## src/hdl/l1b_pkg.sv

```systemverilog
// Package: shared types and state codes for the L1-ball projection block
package l1b_pkg;

  typedef struct packed {
    logic signed [31:0] element_value;
    logic               element_last;
  } l1b_in_t;

  typedef struct packed {
    logic signed [31:0] projected_value;
    logic               result_last;
  } l1b_out_t;

  typedef enum logic [3:0] {
    ST_IDLE,
    ST_INS_RD,
    ST_INS_CMP,
    ST_SCAN_RD,
    ST_SCAN_ACC,
    ST_SCAN_CMP,
    ST_DIV,
    ST_EMIT_RD,
    ST_EMIT
  } l1b_state_t;

endpackage

```

## src/hdl/l1b_div.sv

```systemverilog
// Restoring divider: one quotient bit per cycle
module l1b_div
  import l1b_pkg::*;
#(
  parameter int NW = 38,
  parameter int DW = 7
) (
  input  logic          clk,
  input  logic          rst_n,
  input  logic          start,
  input  logic [NW-1:0] num,
  input  logic [DW-1:0] den,
  output logic          done,
  output logic [NW-1:0] quo
);

  localparam int CW = $clog2(NW + 1);

  logic [NW-1:0] q_r, q_nxt;
  logic [DW:0]   rem_r, rem_nxt;
  logic [DW-1:0] den_r, den_nxt;
  logic [CW-1:0] cnt_r, cnt_nxt;
  logic          run_r, run_nxt;
  logic          done_r, done_nxt;
  logic [DW:0]   trial;

  always_comb begin
    q_nxt    = q_r;
    rem_nxt  = rem_r;
    den_nxt  = den_r;
    cnt_nxt  = cnt_r;
    run_nxt  = run_r;
    done_nxt = 1'b0;
    trial    = {rem_r[DW-1:0], q_r[NW-1]};
    if (start) begin
      q_nxt   = num;
      rem_nxt = '0;
      den_nxt = den;
      cnt_nxt = CW'(NW);
      run_nxt = 1'b1;
    end else if (run_r) begin
      if (trial >= {1'b0, den_r}) begin
        rem_nxt = trial - {1'b0, den_r};
        q_nxt   = {q_r[NW-2:0], 1'b1};
      end else begin
        rem_nxt = trial;
        q_nxt   = {q_r[NW-2:0], 1'b0};
      end
      cnt_nxt = cnt_r - 1'b1;
      if (cnt_r == CW'(1)) begin
        run_nxt  = 1'b0;
        done_nxt = 1'b1;
      end
    end
  end

  always_ff @(posedge clk) begin
    if (!rst_n) begin
      run_r  <= 1'b0;
      done_r <= 1'b0;
      cnt_r  <= '0;
    end else begin
      run_r  <= run_nxt;
      done_r <= done_nxt;
      cnt_r  <= cnt_nxt;
    end
    q_r   <= q_nxt;
    rem_r <= rem_nxt;
    den_r <= den_nxt;
  end

  assign done = done_r;
  assign quo  = q_r;

endmodule

```

## config.mk

```make
export PLATFORM = sky130hd
export DESIGN_NAME = l1b_div
export DESIGN_NICKNAME = d
export VERILOG_FILES = /design/src/hdl/l1b_pkg.sv /design/src/hdl/l1b_div.sv
export SDC_FILE = /design/constraint.sdc
export NUM_CORES = 1
export LEC_CHECK = 0
export ABC_AREA = 1
export BUFFER_PORTS_ARGS = -buffer_cell sky130_fd_sc_hd__buf_4
export CAP_MARGIN = 20
export CORE_MARGIN = 4
export CORE_UTILIZATION = 40
export DETAILED_ROUTE_END_ITERATION = 10
export GPL_TIMING_DRIVEN = 0
export HOLD_SLACK_MARGIN = 0.15
export MAX_ROUTING_LAYER = met4
export PLACE_DENSITY_LB_ADDON = 0.2
export SLEW_MARGIN = 20
export SYNTH_ARGS = -nofsm -noshare
export SYNTH_HDL_FRONTEND = slang
export SYNTH_SLANG_ARGS = --single-unit
```

## constraint.sdc

```tcl
create_clock -name clk -period 4.4 [get_ports clk]
set_clock_uncertainty 0.1 [all_clocks]
set_input_delay 0.88 -clock clk [delete_from_list [all_inputs] [get_ports clk]]
set_output_delay 0.88 -clock clk [all_outputs]
set_load 0.03 [all_outputs]
```

==> results.txt <==
Placer Congestion - 0.844
Largest net degree at the start of global routing - 22
RSZ-0062 raised after global routing - no
DR WL/cell - 13.1 µm
Commonest non-fill, non-tap cell in the layout - nand2_1
Final worst-path cycle share - 0.494
Status - complete, no violations
Total Neg Setup Slack - 0 ns
Grt ovf - 0
Sw power - 0.439 mW
Via count - 2463
Final Instance Area - 0.00390 mm²
Die width - 93.5 µm
Cell variety after synth - 28
Async SR Flop Fraction - 0
Clock network fraction of total power - 0.312
Clock transition at the registers of the reported paths - 0.07 ns
Clock root buffer - clkbuf_8
Vias in the first global route - 2439
Sw Ratio - 0.294
Drt drc - 0
Final hold vios - 0
Combinational fraction of design power - 0.219
Final antenna-violating net count - 0
Register-to-register setup slack - 2.35 ns
Synthesized cell area - 0.00292 mm²
Worst-path maximum fanout - 21
Peak Freq - 460 MHz
Average cell area after synthesis - 8.77 µm²
Worst-margin pin slew - 0.562 ns
Site Rows - 30
Worst Setup Path Type - in2reg
Critical Path Max Stage Delay - 0.45 ns
Area Overhead vs Synth - 33.4%
Via density per instance - 4.63
Tot GR Track Use - 0.171
Iteration-0 DRC Markers - 122
Routed WL - 6950 µm
Peak supply drop - 0.224 mV
Slowest cell on the critical path - nor2_1
Post-CTS resize count - 0
Worst path bufs/invs - 3
PD cells - 383 mW/mm²
Router iterations before antenna repair - 4
Core Area - 0.00694 mm²
MaxCap Viol Count - 0
Placed instance area - 0.00371 mm²
Reg power frac - 0.469
Startpoint types - primary input
Synth Warn # - 0
Worst Hold Class - reg2reg
Number of synthesized flops with an enable pin - 45
Synth Register Bits - 60
I/O Pins - 87
Syn Nets - 391
CP Data Required Time - 4.38 ns
Critical path data arrival time - 2.16 ns
Worst-skew pair later-pin latency - 0.33 ns
Sequential-to-total area share from yosys stat - 0.565
Global-route wire length before repair - 11400 µm
Worst slew margin - 0.624
Ratio of cells with drive above 1 in the final layout - 0.266
Setup violators final - 0
Starting Density - 0.421
Die height - 93.5 µm
Clock sink total - 60
Post-CTS repair timing setup buffer count - 0
Crit path max-delay family - buffers and inverters
Antenna violations before repair - 0
Die area - 0.00873 mm²
CTS Buffer Depth - 2
CTS tree - yes
Leakage power figure - 1.93 nW
Synth Instances - 333
Min Clock Period, post-route - 2.18 ns
IO Port Bufs - 86
Top_reg_cell synth - edfxtp_1
Num CTS Buffers - 9
Pint - 1.05 mW
Most frequent cells in the layout - nand2_1, buf_4, edfxtp_1, inv_1, nand3_1
Crit path cell chain - buf_4, nor2_1, inv_2, buf_16
CTS HTree Levels - 3
Cts hold-fix bufs - 0
ANT cells - 0
Nets@finish - 489
DPL Wire Length - 5180 µm
Slew Limit Fails - 0
Setup crit end kind - flip-flop
## routing by layer
| layer | wire, µm | GRT usage | part of all wire | up-vias |
|---|---|---|---|---|
| li1 | - | - | - | 1267 |
| met1 | 3260 | 0.222 | 0.47 | 1116 |
| met2 | 3100 | 0.248 | 0.45 | 68 |
| met3 | 498 | 0.0555 | 0.072 | 12 |
| met4 | 96 | 0.0659 | 0.014 | 0 |
| met5 | 0 | - | 0 | - |
## Yosys cell counts, types with 2 or more instances
library cell,instances,share of area
inv_1,31,0.040
nor2_1,8,0.010
inv_2,3,0.0039
nand3_1,16,0.027
ha_1,9,0.039
nand3b_1,6,0.015
xor2_1,2,0.0060
nor3_1,3,0.0051
edfxtp_1,45,0.46
nand2_1,164,0.21
a21oi_1,6,0.010
clkbuf_1,5,0.0064
dfxtp_1,15,0.10
nand3_2,2,0.0069
buf_2,3,0.0051
nand4_1,3,0.0064
## worst reg2reg max path, delay by kind of cell (launching register included)
family / cells / cell delay (ns)
and+or+nand+nor: 7 / 0.63
DFF: 1 / 0.37
buffers and inverters: 2 / 0.17
adders and majority gates: 2 / 0.65
AOI/OAI and AO/OA: 1 / 0.07
## power groups by stage
| stage | combinational [mW] | clock (mW) | sequential [mW] |
|---|---|---|---|
| 6_report | 0.326 | 0.466 | 0.700 |
| 3_5_place_dp | 0.330 | 0 | 0.711 |
| 2_1_floorplan | 0.126 | 0 | 0.782 |
| 3_3_place_gp | 0.319 | 0 | 0.712 |
| 5_1_grt | 0.358 | 0.504 | 0.707 |
| 4_1_cts | 0.330 | 0.482 | 0.700 |
## path summary, 6_finish.rpt
kind / startpoint / endpoint / cells past startpoint
setup / recovery: start / quo[4]$_DFFE_PP_ / 4
hold / removal: rem_r[2]$_SDFFE_PP0P_ / rem_r[2]$_SDFFE_PP0P_ / 2
setup reg to reg: quo[37]$_DFFE_PP_ / rem_r[0]$_SDFFE_PP0P_ / 12
hold reg to reg: rem_r[2]$_SDFFE_PP0P_ / rem_r[2]$_SDFFE_PP0P_ / 2
## per-stage QoR
stage               hold slack [ns]  instances   util  power (mW)  setup WS, ns
floorplan                     0.344        333      -       0.907          2.14
global placement              0.359        515  0.531        1.03          1.39
detailed placement            0.363        516  0.535        1.04          1.83
CTS                           0.374        532  0.561        1.51          2.20
global route                  0.402        532  0.561        1.57          2.07
finish                        0.370        532  0.561        1.49          2.22
## state kept, by name, indices dropped and copies added (netlist names)
| signal | count |
|---|---|
| quo | 38 |
| den_r | 7 |
| done | 1 |
| rem_r | 7 |
| run_r | 1 |
| cnt_r | 6 |
## kinds of logic (layout without fill, tap and decap cells)
| kind of cell | count (synthesis) | count (layout) | share of synthesized area |
|---|---|---|---|
| AND/OR/NAND/NOR | 208 | 208 | 0.302 |
| buffers and inverters | 42 | 145 | 0.0552 |
| XOR/XNOR | 2 | 2 | 0.00600 |
| AO/OA/AOI/OAI | 11 | 11 | 0.0266 |
| flip-flops | 60 | 60 | 0.565 |
| adder cells (fa/ha/maj) | 10 | 10 | 0.0454 |
## area by class of cell
cell class | instances | area, µm²
clock inverter | 6 | 55.1
inverter | 34 | 128
timing repair buffer | 87 | 673
multi-input combinational | 231 | 1110
sequential | 60 | 1650
fill | 678 | 3050
tap | 96 | 120
clock buffer | 10 | 128
buffer | 8 | 33.8
Note: power is estimated with default switching activity, not from simulation.
